==> src/sv/est_pkg.sv <==
// Shared types, codes and constants of the expiring session table.
`timescale 1ns / 1ps
package est_pkg;

    localparam int DEF_TABLE_DEPTH = 64;

    localparam logic [30:0] TTL_RESET = 31'd3600;
    localparam logic [6:0]  MAX_RESET = 7'd64;

    localparam logic REG_TTL = 1'b0;
    localparam logic REG_MAX = 1'b1;

    localparam logic [1:0] FUNC_CREATE = 2'd0;
    localparam logic [1:0] FUNC_CHECK  = 2'd1;
    localparam logic [1:0] FUNC_REMOVE = 2'd2;

    typedef enum logic [2:0] {
        KIND_NOP,
        KIND_ANON,
        KIND_CREATE,
        KIND_CHECK,
        KIND_REMOVE
    } t_kind;

    typedef struct packed {
        t_kind       kind;
        logic [63:0] key;
        logic [31:0] now_sec;
    } t_item;

    typedef struct packed {
        logic        used;
        logic [31:0] created;
        logic [63:0] key;
    } t_entry;

endpackage

==> src/sv/est_front.sv <==
// Front end: input handshake, operation decode and a two-word queue to the back end.
`timescale 1ns / 1ps
module est_front import est_pkg::*; (
    input  logic        i_clk,
    input  logic        i_rst_n,
    input  logic        i_valid,
    output logic        o_stall,
    input  logic [1:0]  i_func,
    input  logic        i_anonymous,
    input  logic [63:0] i_key,
    input  logic [31:0] i_now_sec,
    input  logic        i_hold,
    output logic        o_item_valid,
    output t_item       o_item,
    input  logic        i_pop
);

    t_item      r_q [2];
    logic       r_wr_ptr;
    logic       r_rd_ptr;
    logic [1:0] r_cnt;
    t_kind      kind;
    t_item      item;
    logic       push;
    logic       pop;

    always_comb begin
        unique case (i_func)
            FUNC_CREATE: kind = KIND_CREATE;
            FUNC_CHECK:  kind = KIND_CHECK;
            FUNC_REMOVE: kind = KIND_REMOVE;
            default:     kind = KIND_NOP;
        endcase
        if (i_anonymous && kind != KIND_NOP) begin
            kind = KIND_ANON;
        end
        item.kind    = kind;
        item.key     = i_key;
        item.now_sec = i_now_sec;
    end

    assign o_stall      = (r_cnt == 2'd2) || i_hold;
    assign push         = i_valid && !o_stall;
    assign o_item_valid = (r_cnt != 2'd0);
    assign pop          = i_pop && o_item_valid;
    assign o_item       = r_q[r_rd_ptr];

    always_ff @(posedge i_clk) begin
        if (push) begin
            r_q[r_wr_ptr] <= item;
        end
    end

    always_ff @(posedge i_clk) begin
        if (!i_rst_n) begin
            r_wr_ptr <= 1'b0;
            r_rd_ptr <= 1'b0;
            r_cnt    <= 2'd0;
        end else begin
            if (push) begin
                r_wr_ptr <= !r_wr_ptr;
            end
            if (pop) begin
                r_rd_ptr <= !r_rd_ptr;
            end
            if (push && !pop) begin
                r_cnt <= r_cnt + 2'd1;
            end else if (pop && !push) begin
                r_cnt <= r_cnt - 2'd1;
            end
        end
    end

endmodule

==> config.mk <==
export PLATFORM = sky130hd
export DESIGN_NAME = est_front
export DESIGN_NICKNAME = d
export VERILOG_FILES = /design/src/sv/est_pkg.sv /design/src/sv/est_front.sv
export SDC_FILE = /design/constraint.sdc
export NUM_CORES = 1
export LEC_CHECK = 0
export BUFFER_PORTS_ARGS = -buffer_cell sky130_fd_sc_hd__buf_4
export CAP_MARGIN = 20
export CELL_PAD_IN_SITES_DETAIL_PLACEMENT = 0
export CELL_PAD_IN_SITES_GLOBAL_PLACEMENT = 1
export CORE_MARGIN = 3
export CORE_UTILIZATION = 40
export DETAILED_ROUTE_END_ITERATION = 16
export PLACE_DENSITY_LB_ADDON = 0.12
export SYNTH_ARGS = -nofsm -noshare
export SYNTH_HDL_FRONTEND = slang
export SYNTH_SLANG_ARGS = --single-unit
==> constraint.sdc <==
create_clock -name i_clk -period 5.9 [get_ports i_clk]
set_input_delay 0.59 -clock i_clk [delete_from_list [all_inputs] [get_ports i_clk]]
set_output_delay 0.59 -clock i_clk [all_outputs]
set_load 0.01 [all_outputs]
### Yosys cells after proc, flatten, opt, wreduce, memory -nomap -nowiden

Memory sizes are Yosys's and may differ from the RTL's. A register that Yosys moved wholly into a read port is not among the register bits.
Index checks and enable logic that the tools add are counted.

| word-level totals | value |
|---|---|
| register bits after elaboration | 4 |
| logic and storage cells | 32 |
| memory bits (writable) | 198 |
| memories | 1 |

| operators by class | value |
|---|---|
| add/sub/neg operators | 2 |
| eq/ne operators | 3 |
| reductions and logical operators | 15 |
| mux-type cells | 8 |

Memories:

| name | words | width | read ports | clocked after Yosys merged registers in | write ports | line | text |
|---|---|---|---|---|---|---|---|
| r_q | 2 | 99 | 1 | 1 | 1 | est_front.sv:18 | `t_item r_q [2];` |

Operators with widths:

| cell | count |
|---|---|
| $pmux 3 s3 | 1 |
| $logic_and 1x1->1 | 5 |
| $logic_not 1->1 | 5 |
| $eq 2x2->1 const B | 2 |
| $mux 1 | 4 |
| $mux 2 | 2 |
| $reduce_bool 2->1 | 2 |
| $mux 3 | 1 |
| $reduce_bool 3->1 | 1 |
| $add 2x1->2 const B | 1 |
| $eq 2x1->1 const B | 1 |
| $logic_not 2->1 | 1 |
| $sub 2x1->2 const B | 1 |
| $logic_or 1x1->1 | 1 |

### Longest topological paths before layout

| depth | value |
|---|---|
| word-level depth | 8 |
| gate-level depth with buffers | 6 |
| mapped depth without buffers | 6 |

### Worst setup path before layout

Ideal clock, no wire load.

| path | value |
|---|---|
| path type | input-to-reg |
| from | in i_valid |
| to | mem r_q[0][0] in the netlist's numbering (enable) |
| stages | 3 |
| arrival time | 5.306 ns |
| slack | 0.025 ns |
| path through | nor2b_1 > and2_1 > nor2b_1 |

| between the ends | value |
|---|---|
| longest elaborated chain between the ends | 3 |

Ends and longest elaborated chain:

| element | line | text |
|---|---|---|
| start: declaration | est_front.sv:6 | `input logic i_valid,` |
| $logic_and 1x1->1 | est_front.sv:43 | `assign push = i_valid && !o_stall;` |
| net push | est_front.sv:24 | `logic push;` |
| $mux 1 | est_front.sv:49 | `if (push) begin` |
| $mux 1 (not written as such) | est_front.sv:50 | `r_q[r_wr_ptr] <= item;` |
| end: declaration | est_front.sv:18 |  |

The timed path passes the listed nets, and every way through them passes these cells.

==> out/results.tsv <==
stage	metric	value	unit
run_status	status	completed	
synthesis	Post-synth EDFFs	198	
timing	count of final setup violators	0	
cts	CTS sink cnt	203	
synthesis	share of the yosys chip area belonging to registers	0.813	
power	Sw Ratio	0.249	
synthesis	share of synthesized flip-flops with an asynchronous set or reset	0	
cells_and_area	fin cells	804	
routing	WL per Instance	18.3	um
die	row count	49	
placement	GPL Wtd Cong	0.704	
setup_path	required arrival time at the worst endpoint	5.31	ns
global_routing	Total GRT Usage	0.138	
synthesis	Yosys cell types	24	
routing	Iter 0 DRT Violations	183	
power	Clk pwr share	0.324	
cts	CTS tree	built	
job	max cap viols	0	
worst_hold_path	hold crit path type	in2reg	
global_routing	antenna violations before repair	0	
synthesis	Mapped Cells	338	
cells_and_area	area grow syn2layout	33.5	%
routing	Pre-Repair DR Iteration Count	4	
global_routing	Global Route met2 Usage	0.234	
timing	Period Utilization, post-route	0.545	
power	Net Switching	1.01	mW
cts	clock tree buffer depth	3	
setup_path	worst r2r path cells	3	
placement	dpl ws	3.14	ns
setup_path	Critical Path Sink Type	primary output	
synthesis	syn nets	443	
routing	DR vias/cell	4.74	
routing	Routed Antenna Nets	0	
routing	WL final	14.7	mm
setup_path	Worst setup SP type	flop	
placement	Port-buffer cells	204	
routing	Via Count	3808	
worst_hold_path	hold-critical path endpoint	r_q[0][5]$_DFFE_PP_	
power	power per cell area	408	nW/um^2
setup_path	Critical R2R Launch	r_cnt[0]$_SDFFE_PN0P_	
cts	Post-CTS Setup Bufs	0	
power	Gate power share	0.230	
power	maximum vdd drop	239	uV
global_routing	GRT busiest layer	met2	
timing	setup TNS	0	ns
synthesis	Top FF cell, synth	edfxtp_1	
global_routing	vias in the first global route	4073	
worst_hold_path	hold depth	1	
cts	Clock Latency Late Sink	0.49	ns
setup_path	Slowest cell on crit path	dfxtp_4	
worst_hold_path	hold path start	i_now_sec[5]	
setup_path	Worst Path Max Fanout	60	
timing	Final WS setup	2.69	ns
timing	endpoints failing hold	0	
global_routing	largest net degree at the start of global routing	61	
setup_path	cell repeated most along the worst path	buf_4	
cells_and_area	share of layout cells above drive strength 1	0.597	
cts	post-cts sizing count	0	
cts	CTS Buf Count	23	
setup_path	Worst R2R Setup Slack	3.49	ns
timing	Clock Skew	0.00984	ns
cells_and_area	# diodes	0	
placement	Cells after DPL	764	
timing	pin slew with the least headroom to its limit	0.832	ns
cts	Hold Buf Count CTS	0	
timing	fmax	0.311	GHz
setup_path	CP Cell Sequence	buf_4 -> mux2_2 -> buf_4	
setup_path	CP peak stage delay	0.87	ns
placement	Detail Placement HPWL	9.51	mm
synthesis	Seq cells post-synth	203	
synthesis	Cell Area, Synth	7440	um^2
cts	clock-pin slew on the worst setup and hold paths	0.06	ns
die	Die Y	142	um
timing	Max Slew Vio Count	0	
global_routing	first-pass GRT wire length	21.8	mm
cts	CTS H-tree lvls	1	
timing	fin crit period	3.21	ns
die	Die ar.	20300	um^2
routing	drc violations	0	
power	Flop pwr share	0.446	
die	core area	18100	um^2
cts	Clock Tree Root	clkbuf_16	
die	Die Wd	142	um
cells_and_area	Layout Nets	665	
setup_path	CP arrival	2.62	ns
synthesis	Ys Warns	0	
global_routing	global routing usage on met1	0.163	
power	leakage power	3.67	nW
global_routing	met3 Track Usage GR	0.0558	
setup_path	Critical R2R Capture	r_q[1][71]$_DFFE_PP_	
setup_path	critical path class	reg2out	
global_routing	global route overflow	0	
timing	RSZ-0062 raised after global routing	false	
die	Ports	205	
die	Starting Density	0.410	
timing	max_slew headroom	0.445	
power	Power Internal	3.05	mW
synthesis	Synth Area per Inst	22.0	um^2
## synthesized netlist by cell type, drive strengths merged, types with 2 or more instances
master	instances	area share
edfxtp	198	0.80
mux2	99	0.15
buf	11	0.0099
dfxtp	5	0.013
and2	4	0.0034
o21ai	3	0.0020
nand2b	2	0.0017
nor2b	2	0.0017
xnor2	2	0.0024
## metrics by stage
stage | area [um^2] | total power [mW] | utilization | hold slack (ns)
after CTS | 9930 | 4.13 | 0.547 | 0.252
final | 9930 | 4.06 | 0.547 | 0.279
after detailed placement | 9230 | 2.79 | 0.509 | 0.525
after global routing | 9930 | 4.25 | 0.547 | 0.259
after global placement | 9230 | 2.78 | 0.509 | 0.497
after floorplan | 7440 | 2.35 | - | 0.453
## kinds of logic (layout without fill, tap and decap cells)
logic type / count (synthesis) / after routing / synth area share
xor+xnor: 3 / 3 / 0.00353
flops: 203 / 203 / 0.813
mux: 100 / 100 / 0.156
fa+ha+maj: 1 / 1 / 0.00168
compound gates: 4 / 4 / 0.00303
simple gates: 15 / 15 / 0.0124
buf+inv: 12 / 249 / 0.0104
## layout make-up
type	instances	area, um^2
clock buffers	32	639
clock inverters	8	65.1
fillers	1476	8210
inverters	1	3.75
multi-input cells	123	1330
flip-flops and latches	203	6050
well taps	229	287
repair buffers	208	1560
## critical path, delay by kind of cell, from the launching register on
| kind | cells | cell delay, ns |
|---|---|---|
| mux | 1 | 0.42 |
| flops | 1 | 0.87 |
| buf+inv | 2 | 0.78 |
## power by group through the flow
stage	combinational, mW	sequential [mW]	clock [mW]
2_1_floorplan	0.566	1.78	0
6_report	0.932	1.81	1.32
4_1_cts	0.953	1.81	1.36
5_1_grt	1.00	1.83	1.42
3_3_place_gp	0.939	1.84	0
3_5_place_dp	0.946	1.84	0
## per-layer routing
metal	part of all wire	vias up
li1	-	1786
met1	0.38	1862
met2	0.50	133
met3	0.096	27
met4	0.022	0
met5	0	-
## flip-flops by register name, indices dropped and copies added, names as in the netlist, named ones only
register and cells:
r_rd_ptr 1, r_cnt 2, r_q 198, r_wr_ptr 1
## cell usage in the layout (no fill, tap or decap), types with 2 or more instances in the layout
cell / n
clkbuf_16: 23
clkbuf_8: 3
edfxtp_1: 198
and2_1: 4
mux2_2: 89
clkinv_1: 2
o21ai_0: 2
mux2_4: 10
xnor2_1: 2
nand2b_1: 2
buf_4: 208
dfxtp_1: 4
clkinv_2: 4
clkbuf_1: 6
## how the worst max path moves through the flow
stage / from / end / slack [ns] / depth (start not counted)
3_3_place_gp: flop / o_item[14] / 3.14 / 3
5_1_grt: flop / o_item[12] / 2.52 / 3
6_report: flop / o_item[14] / 2.69 / 3
2_1_floorplan: i_valid / r_q[0][0]$_DFFE_PP_ / 0.02 / 3
4_1_cts: flop / o_item[14] / 2.60 / 3
3_5_place_dp: flop / o_item[14] / 3.14 / 3
(Power assumes the default switching activity.)
